File: src/hdl/ptl_pkg.sv
// shared types, constants and helpers for the primitive-to-triangle-list block
// no dependencies; imported by every module of the block
`timescale 1ns / 1ps
`default_nettype none

package ptl_pkg;

	// default parameter values
	localparam int unsigned MAX_BATCH_DEF  = 32'd65536;
	localparam int unsigned INDEX_BITS_DEF = 32'd32;

	// fixed field widths
	localparam int unsigned OUT_INDEX_W = 32;
	localparam int unsigned MODE_W      = 3;
	localparam int unsigned STATUS_W    = 3;
	localparam int unsigned CFG_IDX_W   = 1;
	localparam int unsigned CFG_DATA_W  = 3;
	localparam int unsigned STEP_W      = 3;

	// job queue depth between front and back
	localparam int unsigned JOB_FIFO_DEPTH = 2;

	// primitive codes
	localparam logic [MODE_W-1:0] MODE_FAN        = 3'd2;
	localparam logic [MODE_W-1:0] MODE_QUADS      = 3'd6;
	localparam logic [MODE_W-1:0] MODE_QUAD_STRIP = 3'd7;

	// configuration register indexes
	localparam logic [CFG_IDX_W-1:0] REG_PRIMITIVE_MODE  = 1'b0;
	localparam logic [CFG_IDX_W-1:0] REG_SEQUENTIAL_MODE = 1'b1;

	typedef enum logic [STATUS_W-1:0] {
		ST_OK          = 3'd0,
		ST_TOO_FEW     = 3'd1,
		ST_BAD_MULT    = 3'd2,
		ST_UNSUPPORTED = 3'd3,
		ST_TOO_LONG    = 3'd4
	} status_t;

	// what the back end has to emit for one vertex
	typedef enum logic [1:0] {
		JOB_NONE  = 2'd0,
		JOB_FAN   = 2'd1,
		JOB_QUAD  = 2'd2,
		JOB_STRIP = 2'd3
	} job_kind_t;

	typedef struct packed {
		job_kind_t              kind;
		logic                   last;
		status_t                status;
		logic [OUT_INDEX_W-1:0] first;
		logic [OUT_INDEX_W-1:0] a;
		logic [OUT_INDEX_W-1:0] b;
		logic [OUT_INDEX_W-1:0] c;
		logic [OUT_INDEX_W-1:0] v;
	} job_t;

	// index of the final result item of a job
	function automatic logic [STEP_W-1:0] job_last_step(input job_kind_t kind);
		logic [STEP_W-1:0] r;
		unique case (kind)
			JOB_FAN:             r = 3'd2;
			JOB_QUAD, JOB_STRIP: r = 3'd5;
			default:             r = 3'd0;
		endcase
		return r;
	endfunction

endpackage

`default_nettype wire

File: src/hdl/ptl_front.sv
// front end: config registers, batch state and per-vertex classification
// depends on ptl_pkg; pushes one job per vertex that produces results
`timescale 1ns / 1ps
`default_nettype none

module ptl_front
	import ptl_pkg::*;
#(
	parameter int unsigned MAX_BATCH  = MAX_BATCH_DEF,
	parameter int unsigned INDEX_BITS = INDEX_BITS_DEF
) (
	input  wire logic                  clk,
	input  wire logic                  arst_n,
	input  wire logic                  cfg_we,
	input  wire logic [CFG_IDX_W-1:0]  cfg_index,
	input  wire logic [CFG_DATA_W-1:0] cfg_data,
	input  wire logic                  in_valid,
	output logic                       in_ready,
	input  wire logic [31:0]           vertex_index,
	input  wire logic                  last_vertex,
	output logic                       job_push,
	output job_t                       job,
	input  wire logic                  job_full
);

	localparam int unsigned POS_W = $clog2(64'(MAX_BATCH) + 64'd1);

	logic [MODE_W-1:0]     mode_q;
	logic                  seq_q;
	logic [INDEX_BITS-1:0] first_q;
	logic [INDEX_BITS-1:0] recent_q [3];
	logic [POS_W-1:0]      pos_q;
	logic                  ovf_q;

	logic                  accept;
	logic                  ovf_now;
	logic [POS_W-1:0]      pos_next;
	logic [INDEX_BITS-1:0] v;
	job_kind_t             kind;
	status_t               st;
	logic                  supported;

	assign in_ready = !job_full;
	assign accept   = in_valid && in_ready;
	assign ovf_now  = 64'(pos_q) >= 64'(MAX_BATCH);
	assign pos_next = ovf_now ? pos_q : pos_q + POS_W'(1);
	assign v        = seq_q ? INDEX_BITS'(64'(pos_q)) : vertex_index[INDEX_BITS-1:0];

	assign supported = (mode_q == MODE_FAN) || (mode_q == MODE_QUADS) ||
		(mode_q == MODE_QUAD_STRIP);

	always_comb begin
		kind = JOB_NONE;
		if (!ovf_now) begin
			if (mode_q == MODE_FAN && 64'(pos_q) >= 64'd2) begin
				kind = JOB_FAN;
			end else if (mode_q == MODE_QUADS && pos_q[1:0] == 2'b11) begin
				kind = JOB_QUAD;
			end else if (mode_q == MODE_QUAD_STRIP && 64'(pos_q) >= 64'd3 && pos_q[0]) begin
				kind = JOB_STRIP;
			end
		end
	end

	// end-of-batch status, by priority
	always_comb begin
		st = ST_OK;
		if (!supported) begin
			st = ST_UNSUPPORTED;
		end else if (ovf_q || ovf_now) begin
			st = ST_TOO_LONG;
		end else if (mode_q == MODE_FAN) begin
			st = (64'(pos_next) < 64'd3) ? ST_TOO_FEW : ST_OK;
		end else if (64'(pos_next) < 64'd4) begin
			st = ST_TOO_FEW;
		end else if (mode_q == MODE_QUADS) begin
			st = (pos_next[1:0] != 2'b00) ? ST_BAD_MULT : ST_OK;
		end else begin
			st = pos_next[0] ? ST_BAD_MULT : ST_OK;
		end
	end

	assign job_push = accept && (kind != JOB_NONE || last_vertex);

	always_comb begin
		job.kind   = kind;
		job.last   = last_vertex;
		job.status = last_vertex ? st : ST_OK;
		job.first  = OUT_INDEX_W'(first_q);
		job.a      = OUT_INDEX_W'(recent_q[2]);
		job.b      = OUT_INDEX_W'(recent_q[1]);
		job.c      = OUT_INDEX_W'(recent_q[0]);
		job.v      = OUT_INDEX_W'(v);
	end

	always_ff @(posedge clk or negedge arst_n) begin
		if (!arst_n) begin
			mode_q <= '0;
			seq_q  <= 1'b0;
		end else if (cfg_we) begin
			unique case (cfg_index)
				REG_PRIMITIVE_MODE:  mode_q <= cfg_data;
				REG_SEQUENTIAL_MODE: seq_q  <= cfg_data[0];
			endcase
		end
	end

	always_ff @(posedge clk or negedge arst_n) begin
		if (!arst_n) begin
			first_q     <= '0;
			recent_q[0] <= '0;
			recent_q[1] <= '0;
			recent_q[2] <= '0;
			pos_q       <= '0;
			ovf_q       <= 1'b0;
		end else if (accept) begin
			if (last_vertex) begin
				first_q     <= '0;
				recent_q[0] <= '0;
				recent_q[1] <= '0;
				recent_q[2] <= '0;
				pos_q       <= '0;
				ovf_q       <= 1'b0;
			end else if (ovf_now) begin
				ovf_q <= 1'b1;
			end else begin
				if (pos_q == '0) begin
					first_q <= v;
				end
				recent_q[2] <= recent_q[1];
				recent_q[1] <= recent_q[0];
				recent_q[0] <= v;
				pos_q       <= pos_next;
			end
		end
	end

endmodule

`default_nettype wire

File: src/hdl/ptl_job_fifo.sv
// short job queue decoupling the front end from the back end
// depends on ptl_pkg for job_t and the depth
`timescale 1ns / 1ps
`default_nettype none

module ptl_job_fifo
	import ptl_pkg::*;
(
	input  wire logic clk,
	input  wire logic arst_n,
	input  wire logic push,
	input  job_t      push_data,
	output logic      full,
	input  wire logic pop,
	output logic      head_valid,
	output job_t      head
);

	localparam int unsigned PTR_W = $clog2(JOB_FIFO_DEPTH);
	localparam int unsigned CNT_W = $clog2(JOB_FIFO_DEPTH + 1);

	job_t             mem_q [JOB_FIFO_DEPTH];
	logic [PTR_W-1:0] wr_q;
	logic [PTR_W-1:0] rd_q;
	logic [CNT_W-1:0] count_q;
	logic             do_pop;

	assign full       = count_q == CNT_W'(JOB_FIFO_DEPTH);
	assign head_valid = count_q != '0;
	assign head       = mem_q[rd_q];
	assign do_pop     = pop && head_valid;

	function automatic logic [PTR_W-1:0] bump(input logic [PTR_W-1:0] p);
		return (p == PTR_W'(JOB_FIFO_DEPTH - 1)) ? '0 : p + PTR_W'(1);
	endfunction

	always_ff @(posedge clk) begin
		if (push && !full) begin
			mem_q[wr_q] <= push_data;
		end
	end

	always_ff @(posedge clk or negedge arst_n) begin
		if (!arst_n) begin
			wr_q    <= '0;
			rd_q    <= '0;
			count_q <= '0;
		end else begin
			if (push && !full) begin
				wr_q <= bump(wr_q);
			end
			if (do_pop) begin
				rd_q <= bump(rd_q);
			end
			if ((push && !full) && !do_pop) begin
				count_q <= count_q + CNT_W'(1);
			end else if (!(push && !full) && do_pop) begin
				count_q <= count_q - CNT_W'(1);
			end
		end
	end

endmodule

`default_nettype wire

File: src/hdl/ptl_back.sv
// back end: unless out_ready low holds it, walks each job one corner per cycle into the output register
// depends on ptl_pkg for job_t and the sequencing helper
`timescale 1ns / 1ps
`default_nettype none

module ptl_back
	import ptl_pkg::*;
(
	input  wire logic                    clk,
	input  wire logic                    arst_n,
	input  wire logic                    job_valid,
	input  job_t                         job,
	output logic                         job_pop,
	output logic                         out_valid,
	input  wire logic                    out_ready,
	output logic [OUT_INDEX_W-1:0]       out_index,
	output logic                         index_valid,
	output logic                         end_of_batch,
	output logic [STATUS_W-1:0]          status
);

	logic [STEP_W-1:0]      step_q;
	logic                   valid_q;
	logic [OUT_INDEX_W-1:0] index_q;
	logic                   ivalid_q;
	logic                   end_q;
	logic [STATUS_W-1:0]    status_q;

	logic                   load;
	logic                   last_step;
	logic [OUT_INDEX_W-1:0] corner;

	assign load      = job_valid && (!valid_q || out_ready);
	assign last_step = step_q == job_last_step(job.kind);
	assign job_pop   = load && last_step;

	always_comb begin
		corner = '0;
		unique case (job.kind)
			JOB_FAN: begin
				unique case (step_q)
					3'd0:    corner = job.first;
					3'd1:    corner = job.c;
					default: corner = job.v;
				endcase
			end
			JOB_QUAD: begin
				unique case (step_q)
					3'd0, 3'd3: corner = job.a;
					3'd1:       corner = job.b;
					3'd2, 3'd4: corner = job.c;
					default:    corner = job.v;
				endcase
			end
			JOB_STRIP: begin
				unique case (step_q)
					3'd0:       corner = job.a;
					3'd1, 3'd4: corner = job.b;
					3'd2, 3'd3: corner = job.c;
					default:    corner = job.v;
				endcase
			end
			default: corner = '0;
		endcase
	end

	always_ff @(posedge clk or negedge arst_n) begin
		if (!arst_n) begin
			step_q  <= '0;
			valid_q <= 1'b0;
		end else begin
			if (load) begin
				step_q  <= last_step ? '0 : step_q + STEP_W'(1);
				valid_q <= 1'b1;
			end else if (out_ready) begin
				valid_q <= 1'b0;
			end
		end
	end

	always_ff @(posedge clk) begin
		if (load) begin
			index_q  <= corner;
			ivalid_q <= job.kind != JOB_NONE;
			end_q    <= job.last && last_step;
			status_q <= (job.last && last_step) ? job.status : ST_OK;
		end
	end

	assign out_valid    = valid_q;
	assign out_index    = index_q;
	assign index_valid  = ivalid_q;
	assign end_of_batch = end_q;
	assign status       = status_q;

endmodule

`default_nettype wire

File: src/hdl/primitive_to_triangle_list.sv
// top level: fan / quad / quad-strip batches to a triangle-list index stream
// depends on ptl_pkg, ptl_front, ptl_job_fifo and ptl_back
//
//   channel  dir  handshake          payload
//   cfg      in   cfg_we             cfg_index (register), cfg_data
//   s_*      in   s_tvalid/s_tready  s_tdata vertex_index, s_tlast last_vertex
//   m_*      out  m_tvalid/m_tready  m_tdata out_index+status, m_tuser index_valid,
//                                    m_tlast end_of_batch
//
// a vertex is classified in the cycle it transfers and its job enters a two-entry
// queue; the back end emits one corner per cycle while m_tready allows, so a fan
// vertex yields 3 results, a completing quad or quad-strip vertex 6, a status-only end 1.
// the first result is registered in the job queue and then in the output register.
// s_tready drops only while the job queue is full; the output register holds
// a result under m_tready low while the front keeps taking vertices until the queue fills.
// arst_n clears config registers, batch state, the queue and the output valid.
`timescale 1ns / 1ps
`default_nettype none

module primitive_to_triangle_list
	import ptl_pkg::*;
#(
	parameter int unsigned MAX_BATCH  = MAX_BATCH_DEF,
	parameter int unsigned INDEX_BITS = INDEX_BITS_DEF
) (
	input  wire logic                  clk,
	input  wire logic                  arst_n,
	// configuration writes
	input  wire logic                  cfg_we,
	input  wire logic [CFG_IDX_W-1:0]  cfg_index,
	input  wire logic [CFG_DATA_W-1:0] cfg_data,
	// vertex stream
	input  wire logic                  s_tvalid,
	output logic                       s_tready,
	input  wire logic [31:0]           s_tdata,   // [31:0] vertex_index
	input  wire logic                  s_tlast,   // last_vertex
	// triangle-list stream
	output logic                       m_tvalid,
	input  wire logic                  m_tready,
	output logic [39:0]                m_tdata,   // [31:0] out_index, [34:32] status, [39:35] zero
	output logic                       m_tuser,   // [0] index_valid
	output logic                       m_tlast    // end_of_batch
);

	// jobs between classification and emission
	logic job_push;
	job_t job_in;
	logic job_full;
	logic job_pop;
	logic job_valid;
	job_t job_head;

	logic [OUT_INDEX_W-1:0] out_index;
	logic [STATUS_W-1:0]    status;

	// front: config registers, batch position, corner history
	ptl_front #(
		.MAX_BATCH  (MAX_BATCH),
		.INDEX_BITS (INDEX_BITS)
	) u_front (
		.clk          (clk),
		.arst_n       (arst_n),
		.cfg_we       (cfg_we),
		.cfg_index    (cfg_index),
		.cfg_data     (cfg_data),
		.in_valid     (s_tvalid),
		.in_ready     (s_tready),
		.vertex_index (s_tdata),
		.last_vertex  (s_tlast),
		.job_push     (job_push),
		.job          (job_in),
		.job_full     (job_full)
	);

	// short queue so either side can stall on its own
	ptl_job_fifo u_fifo (
		.clk        (clk),
		.arst_n     (arst_n),
		.push       (job_push),
		.push_data  (job_in),
		.full       (job_full),
		.pop        (job_pop),
		.head_valid (job_valid),
		.head       (job_head)
	);

	// back: sequences corners of each job into the output register
	ptl_back u_back (
		.clk          (clk),
		.arst_n       (arst_n),
		.job_valid    (job_valid),
		.job          (job_head),
		.job_pop      (job_pop),
		.out_valid    (m_tvalid),
		.out_ready    (m_tready),
		.out_index    (out_index),
		.index_valid  (m_tuser),
		.end_of_batch (m_tlast),
		.status       (status)
	);

	assign m_tdata = {5'b0, status, out_index};

	// a status-only item always closes a batch
	a_status_only_is_last: assert property (@(posedge clk) disable iff (!arst_n)
		m_tvalid && !m_tuser |-> m_tlast)
		else $error("status-only result without end of batch");

	// a status-only item carries a zero index
	a_status_only_zero: assert property (@(posedge clk) disable iff (!arst_n)
		m_tvalid && !m_tuser |-> m_tdata[31:0] == 32'd0)
		else $error("status-only result with nonzero index");

	// a nonzero status appears only on the final result of a batch
	a_status_on_last: assert property (@(posedge clk) disable iff (!arst_n)
		m_tvalid && m_tdata[34:32] != 3'd0 |-> m_tlast)
		else $error("status reported before end of batch");

	// the front only stalls while the back end still has work queued
	a_stall_has_work: assert property (@(posedge clk) disable iff (!arst_n)
		!s_tready |-> job_valid)
		else $error("input stalled with an empty job queue");

endmodule

`default_nettype wire
File: config.mk
export PLATFORM = sky130hd
export DESIGN_NAME = primitive_to_triangle_list
export DESIGN_NICKNAME = d
export VERILOG_FILES = /design/src/hdl/ptl_pkg.sv /design/src/hdl/ptl_front.sv /design/src/hdl/ptl_job_fifo.sv /design/src/hdl/ptl_back.sv /design/src/hdl/primitive_to_triangle_list.sv
export SDC_FILE = /design/constraint.sdc
export NUM_CORES = 1
export LEC_CHECK = 0
export BUFFER_PORTS_ARGS = -buffer_cell sky130_fd_sc_hd__buf_2
export CAP_MARGIN = 10
export CORE_MARGIN = 3
export CORE_UTILIZATION = 55
export DETAILED_ROUTE_END_ITERATION = 16
export MAX_ROUTING_LAYER = met4
export PLACE_DENSITY = 0.71
export SLEW_MARGIN = 20
export SYNTH_ARGS = -nofsm -noshare
export SYNTH_HDL_FRONTEND = slang
export SYNTH_SLANG_ARGS = --single-unit
File: constraint.sdc
create_clock -name clk -period 26.4 [get_ports clk]
set_clock_uncertainty 0.05 [all_clocks]
set_input_delay 3.96 -clock clk [delete_from_list [all_inputs] [get_ports clk]]
set_output_delay 3.96 -clock clk [all_outputs]
set_load 0.005 [all_outputs]
# Word level (Yosys, flattened, before mapping)
# Memory sizes are Yosys's and may differ from the RTL's.
# Index checks and enable logic that the tools add are counted.
dict set report word_totals {
  regBits 195
  latch_bits 0
  mem_bits_rw 332
  mem_bits_ro 0
  input_bits 42
  output_inout_bits 44
  word_cells 124
  mem_count 1
}
# memory depth width rd rd_clocked_by_memory_dff write_ports line_no
set mem_list {}
lappend mem_list {u_fifo.mem_q 2 166 1 0 1 ptl_job_fifo.sv:22} ;# job_t mem_q [JOB_FIFO_DEPTH];
dict set report classes {
  add_sub_neg 6
  multipliers 0
  div 0
  order_cmp 5
  eq_ne 14
  shifts 0
  n_mux 38
  n_bitwise 1
  n_reduce_logical 42
}
# cell n
set ops {}
lappend ops {{one-hot mux 32 bit (3 select lines)} 3}
lappend ops {{two-way mux 96 bit} 2}
lappend ops {{two-way mux 32 bit} 4}
lappend ops {{one-hot mux 32 bit (2 select lines)} 1}
lappend ops {{two-way mux 17 bit} 3}
lappend ops {{>= comparator 17 x 2 -> 1 bit (second input constant)} 2}
lappend ops {{two-way mux 3 bit} 7}
lappend ops {{adder 17 x 1 -> 17 bit (second input constant)} 1}
lappend ops {{>= comparator 17 bit (second input constant)} 1}
lappend ops {{zero test 17 bit} 1}
lappend ops {{less-than comparator 17 x 2 -> 1 bit (second input constant)} 1}
lappend ops {{less-than comparator 17 x 3 -> 1 bit (second input constant)} 1}
lappend ops {{two-way mux 2 bit} 8}
lappend ops {{nonzero test 2 bit} 8}
lappend ops {{logical AND 1 bit} 13}
lappend ops {{OR reduction 2 bit} 5}
lappend ops {{== test 3 x 2 -> 1 bit (second input constant)} 3}
lappend ops {{== test 3 bit (second input constant)} 3}
lappend ops {{two-way mux 1 bit} 9}
lappend ops {{== test 2 bit (second input constant)} 4}
lappend ops {{AND reduction 2 bit} 4}
lappend ops {{one-hot mux 3 bit (2 select lines)} 1}
lappend ops {{logical OR 1 bit} 5}
lappend ops {{zero test 1 bit} 4}
lappend ops {{other kinds (11)} 12}

# Logic depth before layout (Yosys ltp)
# Gate-level depths: netlist (run 1).
dict set report depth {
  word_depth 15
  depth_mapped 11
  depth_no_buf 10
}

# Hierarchy
# From an unflattened synthesis (run 1), not the netlist that was laid out.
dict set report hier_totals {
  hier_cells 1707
  area_unflattened_um2 24000.5
}
# module n_inst cells_per_inst area_per_inst_um2 seq_area_each_um2
set by_module_without_submodules {}
lappend by_module_without_submodules {ptl_job_fifo 1 536 12719.7 10069.7}
lappend by_module_without_submodules {ptl_front 1 600 6520.0 3753.6}
lappend by_module_without_submodules {ptl_back 1 565 4719.5 1211.2}
lappend by_module_without_submodules {primitive_to_triangle_list 1 6 41.3 0.0}

# Worst setup path after synthesis (run 1)
# OpenSTA, ideal clock, no wires.
dict set report synth_timing {
  path_kind {in2reg}
  from {input s_tlast}
  to {memory u_fifo.mem_q[0][0] in the netlist's numbering (enable)}
  setup_time_ns 0.714
  arrival_time_ns 12.084
  required_ns 25.636
  slack_ns 13.552
  cell_stages 5
  path_buffers 2
  path_cell_list {clkbuf_1 o21ai_2 buf_2 a21oi_2 nor2b_1}
}
dict set report synth_between {
  elab_chain_len 5
}
# element line_no
set synth_rtl {}
lappend synth_rtl {{from (decl)} primitive_to_triangle_list.sv:36} ;# input wire logic s_tlast,
lappend synth_rtl {{logical OR 1 bit} ptl_front.sv:83} ;# assign job_push = accept && (kind != JOB_NONE || last_vertex);
lappend synth_rtl {{logical AND 1 bit} ptl_front.sv:83}
lappend synth_rtl {{logical AND 1 bit} ptl_job_fifo.sv:38} ;# if (push && !full) begin
lappend synth_rtl {{two-way mux 1 bit} ptl_job_fifo.sv:38}
lappend synth_rtl {{two-way mux 1 bit (not written as such)} ptl_job_fifo.sv:39} ;# mem_q[wr_q] <= push_data;
lappend synth_rtl {{to (decl)} ptl_job_fifo.sv:22}
# No other way between the ends.

# Worst setup path after layout (run 1)
dict set report layout_timing {
  from {input s_tvalid}
  to {memory u_fifo.mem_q[1][31] in the netlist's numbering (enable)}
}
dict set report layout_between {
  elab_chain_len 5
}
# element line_no
set layout_rtl {}
lappend layout_rtl {{from (decl)} primitive_to_triangle_list.sv:33} ;# input wire logic s_tvalid,
lappend layout_rtl {{logical AND 1 bit} ptl_front.sv:44} ;# assign accept = in_valid && in_ready;
lappend layout_rtl {{logical AND 1 bit} ptl_front.sv:83}
lappend layout_rtl {{logical AND 1 bit} ptl_job_fifo.sv:38}
lappend layout_rtl {{two-way mux 1 bit} ptl_job_fifo.sv:38}
lappend layout_rtl {{two-way mux 1 bit (not written as such)} ptl_job_fifo.sv:39}
# No other way between the ends.

==> results of run 1 <==
==> power by group through the flow <==
| stage | clock [uW] | combinational (uW) | sequential (uW) |
|---|---|---|---|
| global route | 742 | 1130 | 1250 |
| floorplan | 0 | 724 | 1210 |
| finish | 701 | 1050 | 1230 |
| detailed placement | 0 | 1030 | 1240 |
| CTS | 709 | 1040 | 1230 |
| global placement | 0 | 1010 | 1230 |
==> sequential cells by signal, indices dropped and copies added, names as in the netlist, 2 cells and up <==
register,cells
u_fifo.mem_q,332
u_back.step_q,3
u_front.job,96
u_fifo.count_q,2
u_back.out_index,32
u_front.pos_q,17
u_back.status,3
u_front.first_q,32
u_front.mode_q,3
==> worst max-delay path: stages <==
cell,delay [ns]
buf_2,0.09
and2_1,0.33
o21ai_4,0.11
a21oi_2,0.21
and2_4,0.71
buf_4,0.83
==> synth_stat cells, types with 7 or more instances <==
cell	count
buf_2	53
nor4_1	7
a32o_1	16
o32ai_1	32
nor2_1	88
nor2b_1	21
nand3_1	46
o21ai_0	53
inv_1	32
dfrtp_1	158
a21oi_1	169
o21ai_1	11
mux2i_1	57
a22o_1	79
a22oi_1	64
clkbuf_1	60
buf_4	12
ha_1	9
edfxtp_1	369
nand2_1	128
mux2_2	133
nand4_1	8
==> stage by stage <==
stage	utilization	setup slack, ns	std cells	hold WS, ns	instance area, sq um
2_1_floorplan	-	13.55	1685	0.392	22600
6_report	0.623	20.22	2289	0.420	25000
3_3_place_gp	0.582	19.62	2190	0.398	23300
5_1_grt	0.623	20.05	2289	0.429	25000
3_5_place_dp	0.582	19.60	2190	0.405	23300
4_1_cts	0.622	20.19	2286	0.416	25000
==> final timing paths <==
check                                              from                              to  slack, ns  cells past startpoint
setup / recovery                               s_tvalid   u_fifo.mem_q[1][31]$_DFFE_PP_      20.22                      6
hold / removal             u_front.job[107]$_DFFE_PN0P_  u_fifo.mem_q[1][107]$_DFFE_PP_       0.42                      0
setup reg to reg           u_back.step_q[1]$_DFFE_PN0P_  u_back.out_index[14]$_DFFE_PP_      22.23                     11
hold reg to reg            u_front.job[107]$_DFFE_PN0P_  u_fifo.mem_q[1][107]$_DFFE_PP_       0.42                      0
max in group asynchronous                        arst_n     u_front.job[64]$_DFFE_PN0P_      21.52                      2
min in group asynchronous                        arst_n    u_back.step_q[2]$_DFFE_PN0P_       3.36                      1
==> kinds of logic after synthesis <==
| group | Yosys count |
|---|---|
| XOR/XNOR | 10 |
| AND/OR/NAND/NOR | 334 |
| other | 1 |
| AO/OA/AOI/OAI | 451 |
| multiplexers | 190 |
| flip-flops | 527 |
| buffers and inverters | 159 |
| adder cells (fa/ha/maj) | 9 |
==> layer usage <==
layer | wire length (um) | vias up
li1 | - | 6457
met1 | 22900 | 7301
met2 | 26600 | 678
met3 | 4200 | 145
met4 | 1710 | 0
met5 | 0 | -
==> layout make-up <==
cell class | count | area [sq um] | area share
sequential | 527 | 15000 | 0.602
multi-input combinational | 999 | 6900 | 0.276
clock buffer | 84 | 1540 | 0.0617
tap | 525 | 657 | 0.0263
timing repair buffer | 108 | 649 | 0.0260
inverter | 32 | 121 | 0.00486
clock inverter | 12 | 75.1 | 0.00300
antenna | 2 | 5.00 | 0.000200
==> impl_metrics.env, run 1 <==
export IMPL_status="finished clean"
export IMPL_crit_path_max_fanout=66
export IMPL_post_synth_adder_cell_area=0.00499
export IMPL_yosysWarnings=0
export IMPL_period_needed_ns=6.18
export IMPL_cts_tree="built"
export IMPL_initial_antenna_violation_count=2
export IMPL_layout_area_overhead_vs_synth_pct=10.7
export IMPL_antenna_violating_nets_post_route=0
export IMPL_hold_violations=0
export IMPL_port_buffers=80
export IMPL_grt_pass1_wl_mm=85.5
export IMPL_vias_per_cell=6.37
export IMPL_tightestPinTransition_ns=1.05
export IMPL_cts_hold_fix_buffers=0
export IMPL_power_combinational_fraction=0.354
export IMPL_dieWidth_um=209
export IMPL_area_of_the_core_sq_um=40100
export IMPL_clock_power_frac=0.235
export IMPL_synth_compound_gate_area_share=0.132
export IMPL_placementRows=73
export IMPL_drive_gt1_frac=0.192
export IMPL_routabilityCongestion=0.854
export IMPL_cts_max_path_buffers=3
export IMPL_synth_mux_area_frac=0.0916
export IMPL_start_kind="primary input"
export IMPL_num_io_pins=86
export IMPL_grt_use_met3=0.0375
export IMPL_grt_busiest_layer="met2"
export IMPL_post_synth_and_or_nand_nor_area_fraction=0.0694
export IMPL_maximum_number_of_pins_on_one_net_before_global_route_repair=167
export IMPL_ys_seq_area_frac=0.666
export IMPL_leading_cell_type_in_the_layout_fill_and_taps_excluded="edfxtp_1"
export IMPL_fp_dieH_um=209
export IMPL_synth_edff_count=369
export IMPL_detail_route_wl_per_cell_um=24.2
export IMPL_timing_hold_worst_class="reg2reg"
export IMPL_die_area_sq_um=43500
export IMPL_htree_num_levels=2
export IMPL_drt_first_pass_iters=6
export IMPL_ys_seq_elements=527
export IMPL_clockRootBuffer="clkbuf_16"
export IMPL_timing_max_cap_violations=0
export IMPL_clock_sink_count=527
export IMPL_synth_async_sr_flop_share=0.300
export IMPL_total_power_uw=2980
export IMPL_main_combinational_cell_family_by_area_after_synthesis="compound AO/OA/AOI/OAI gates"
export IMPL_vias=14600
export IMPL_worst_endpoint_arrival_ns=6.32
export IMPL_clock_insertion_delay_worst_skew_ns=0.58
export IMPL_synthDominantCellAreaShare=0.491
export IMPL_nets=1770
export IMPL_most_common_layout_cells="edfxtp_1, a21oi_1, dfrtp_1, mux2_2, nand2_1"
export IMPL_net_switching_power_uw=1100
export IMPL_relSlewSlack=0.303
export IMPL_grt_use_met2=0.408
export IMPL_floorplan_initialDensity=0.563
export IMPL_cellInternalPower_uw=1880
export IMPL_setup_tns_ns=0
export IMPL_power_per_cell_area_nw_per_um2=119
export IMPL_cts_setup_buffers=0
export IMPL_overall_global_routing_resource_usage=0.259
export IMPL_grt_pass1_vias=14600
export IMPL_min_period_over_period=0.234
export IMPL_power_frac_seq=0.411
export IMPL_synth_area_sq_um=22600
export IMPL_final_wl_mm=55.5
export IMPL_postCtsResizedCells=0
export IMPL_maxClockFrequency_ghz=0.162
export IMPL_timing_max_transition_violations_final=0
export IMPL_power_switching_share=0.368
export IMPL_clkTransAtPathRegs_ns=0.06
export IMPL_dp_final_hpwl_mm=29.4
export IMPL_remaining_drc_errors=0
export IMPL_setup_viol=0
export IMPL_synthFlopType="edfxtp_1"
export IMPL_tritoncts_num_buffers=51
export IMPL_synth_xor_xnor_area_share=0.00388
export IMPL_ys_top_cells_by_area="edfxtp_1, dfrtp_1, mux2_2, a21oi_1, a22o_1"
export IMPL_worst_endpoint_required_ns=26.54
export IMPL_peakVddDrop_mv=0.126
export IMPL_postSynthCellCount=1681
export IMPL_postSynthAreaPerCell_sq_um=13.4
export IMPL_grt_util_met1=0.354
export IMPL_netlist_top_cell_by_area="edfxtp_1"
export IMPL_fillerInstances=2975
export IMPL_globalRouteOverflowTotal=0
export IMPL_synth_cell_type_count=58
export IMPL_end_kind="flop"
export IMPL_leakagePower_uw=0.00955
export IMPL_drtIter0Drc=1194
export IMPL_rsz0062_at_grt="no"
export IMPL_worstSetupPathType="in2reg"
No activity file was read; power rests on OpenSTA's default activity.
==> run 2: changes to the inputs <==
- PLACE_DENSITY: 0.71 -> 0.74
- clock period: 26.4 -> 5.64 ns (I/O delays scaled with it)
==> run 2 against run 1 <==
Against the previous run:
- first-iteration DRC count rose by 17%
- global-route usage fell by 0.68 points
- critical path depth rose by 1
- largest cell class unchanged
- sequential power rose to 4.7 times the previous value
- register-to-register slack got worse by 20 ns
- core utilization barely moved
- largest power group unchanged
- clock power rose to 4.6 times the previous value
- routed wire length fell by 2.5%
==> impl_metrics.env, run 2 (synthesized netlist as in run 1, its figures left out) <==
export IMPL_status="finished clean"
export IMPL_postCtsResizedCells=0
export IMPL_antenna_violating_nets_post_route=0
export IMPL_max_incr_delay_on_cp_ns=0.66
export IMPL_initial_antenna_violation_count=2
export IMPL_port_buffers=80
export IMPL_clockRootBuffer="clkbuf_16"
export IMPL_clkTransAtPathRegs_ns=0.06
export IMPL_leading_cell_type_in_the_layout_fill_and_taps_excluded="edfxtp_1"
export IMPL_start_kind="flop"
export IMPL_fillerInstances=2919
export IMPL_cts_setup_buffers=0
export IMPL_layout_area_overhead_vs_synth_pct=10.6
export IMPL_relSlewSlack=0.257
export IMPL_tightestPinTransition_ns=1.11
export IMPL_power_per_cell_area_nw_per_um2=554
export IMPL_cts_max_path_buffers=3
export IMPL_crit_family="buffers and inverters"
export IMPL_routabilityCongestion=0.821
export IMPL_dp_final_hpwl_mm=29.6
export IMPL_overall_global_routing_resource_usage=0.252
export IMPL_final_instance_count_excl_fill=2285
export IMPL_clock_insertion_delay_worst_skew_ns=0.57
export IMPL_hold_violations=0
export IMPL_num_io_pins=86
export IMPL_crit_path_max_fanout=166
export IMPL_dieWidth_um=209
export IMPL_timing_hold_worst_class="in2async"
export IMPL_leakagePower_uw=0.00954
export IMPL_grt_pass1_vias=14500
export IMPL_max_ffs_per_register=332
export IMPL_maxClockFrequency_ghz=0.298
export IMPL_worstSetupPathType="reg2reg"
export IMPL_timing_critical_path_buf_inv=1
export IMPL_drt_first_pass_iters=5
export IMPL_timing_max_transition_violations_final=0
export IMPL_final_wl_mm=54.1
export IMPL_cp_slowest_cell="buf_12"
export IMPL_place_detailed_instances=2190
export IMPL_period_needed_ns=3.35
export IMPL_detail_route_wl_per_cell_um=23.7
export IMPL_cts_hold_fix_buffers=0
export IMPL_timing_max_cap_violations=0
export IMPL_min_period_over_period=0.594
export IMPL_tritoncts_num_buffers=50
export IMPL_registers_top_by_ff_count="u_fifo.mem_q"
export IMPL_setup_viol=0
export IMPL_most_common_layout_cells="edfxtp_1, a21oi_1, dfrtp_1, mux2_2, nand2_1"
export IMPL_timing_critical_path_cells="ha_1, nand4_1, a21oi_1, a31oi_1, a21oi_2, nor2b_4, buf_12"
export IMPL_cts_tree="built"
export IMPL_area_of_the_core_sq_um=40100
export IMPL_drtIter0Drc=1400
export IMPL_drive_gt1_frac=0.192
export IMPL_remaining_drc_errors=0
export IMPL_maximum_number_of_pins_on_one_net_before_global_route_repair=167
export IMPL_worst_endpoint_arrival_ns=3.50
export IMPL_die_area_sq_um=43500
export IMPL_setup_tns_ns=0
export IMPL_htree_num_levels=2
export IMPL_vias=14500
export IMPL_peakVddDrop_mv=0.555
export IMPL_clock_sink_count=527
export IMPL_nets=1768
export IMPL_globalRouteOverflowTotal=0
export IMPL_worst_endpoint_required_ns=5.79
export IMPL_placementRows=73
export IMPL_grt_pass1_wl_mm=83.7
export IMPL_rsz0062_at_grt="no"
export IMPL_vias_per_cell=6.36
export IMPL_end_kind="flop"
export IMPL_floorplan_initialDensity=0.563
export IMPL_fp_dieH_um=209
==> run 2: changes by cell type in the layout (fill, tap and decap cells not counted), moves of 2 or more <==
cell and change:
clkbuf_1 -5, buf_12 +3, clkbuf_8 -5, clkinv_1 +5, buf_6 -2, buf_4 -2
==> run 2: path summary, 6_finish.rpt <==
path | from | end | slack, ns | cells past startpoint
setup / recovery | u_front.pos_q[0]$_DFFE_PN0P_ | u_fifo.mem_q[0][6]$_DFFE_PP_ | 2.29 | 7
hold / removal | arst_n | u_front.job[62]$_DFFE_PN0P_ | 0.29 | 1
setup reg to reg | u_front.pos_q[0]$_DFFE_PN0P_ | u_fifo.mem_q[0][6]$_DFFE_PP_ | 2.29 | 7
hold reg to reg | u_front.first_q[16]$_DFFE_PN0P_ | u_fifo.mem_q[1][144]$_DFFE_PP_ | 0.42 | 0
max in group asynchronous | arst_n | u_fifo.rd_q$_DFFE_PN0P_ | 4.26 | 2
min in group clk | u_front.first_q[16]$_DFFE_PN0P_ | u_fifo.mem_q[1][144]$_DFFE_PP_ | 0.42 | 0
==> run 2: area by class of cell <==
type                       instances  area (sq um)  share of cell area
clock buffer                      73          1430              0.0572
multi-input combinational        999          6910               0.277
inverter                          32           121             0.00486
tap                              525           657              0.0263
timing repair buffer             107           672              0.0269
clock inverter                    20           138             0.00551
antenna                            2          5.00            0.000200
sequential                       527         15000               0.602
==> run 2: per-stage QoR <==
step           instance area (sq um)  hold WS [ns]   util  power, uW  worst slack (ns)
2_1_floorplan                  22600         0.392      -       9000             0.934
3_5_place_dp                   23400         0.403  0.583      10600              2.24
3_3_place_gp                   23400         0.398  0.583      10400              2.30
5_1_grt                        25000         0.339  0.623      14500              2.11
6_report                       25000         0.285  0.623      13800              2.29
4_1_cts                        25000         0.304  0.623      13800              2.36
==> run 2: metal layers <==
layer / up-vias / wire length (um) / GRT usage
met5: - / 0 / -
met4: 0 / 1560 / 0.0804
met3: 127 / 4640 / 0.0417
met2: 751 / 25900 / 0.400
met1: 7202 / 22000 / 0.340
li1: 6453 / - / -
==> run 2: where the power goes <==
| part | internal [uW] | leakage (uW) | switching (uW) |
|---|---|---|---|
| combinational | 1710 | 0.00314 | 3100 |
| sequential | 5250 | 0.00563 | 559 |
| clock | 1800 | 0.000769 | 1410 |
==> run 2: worst reg2reg max path: cells and delay by family (launching register included) <==
kind | cells | cell delay [ns]
simple gates | 2 | 0.36
fa+ha+maj | 1 | 0.57
compound gates | 3 | 0.54
buf+inv | 1 | 0.66
flops | 1 | 0.57
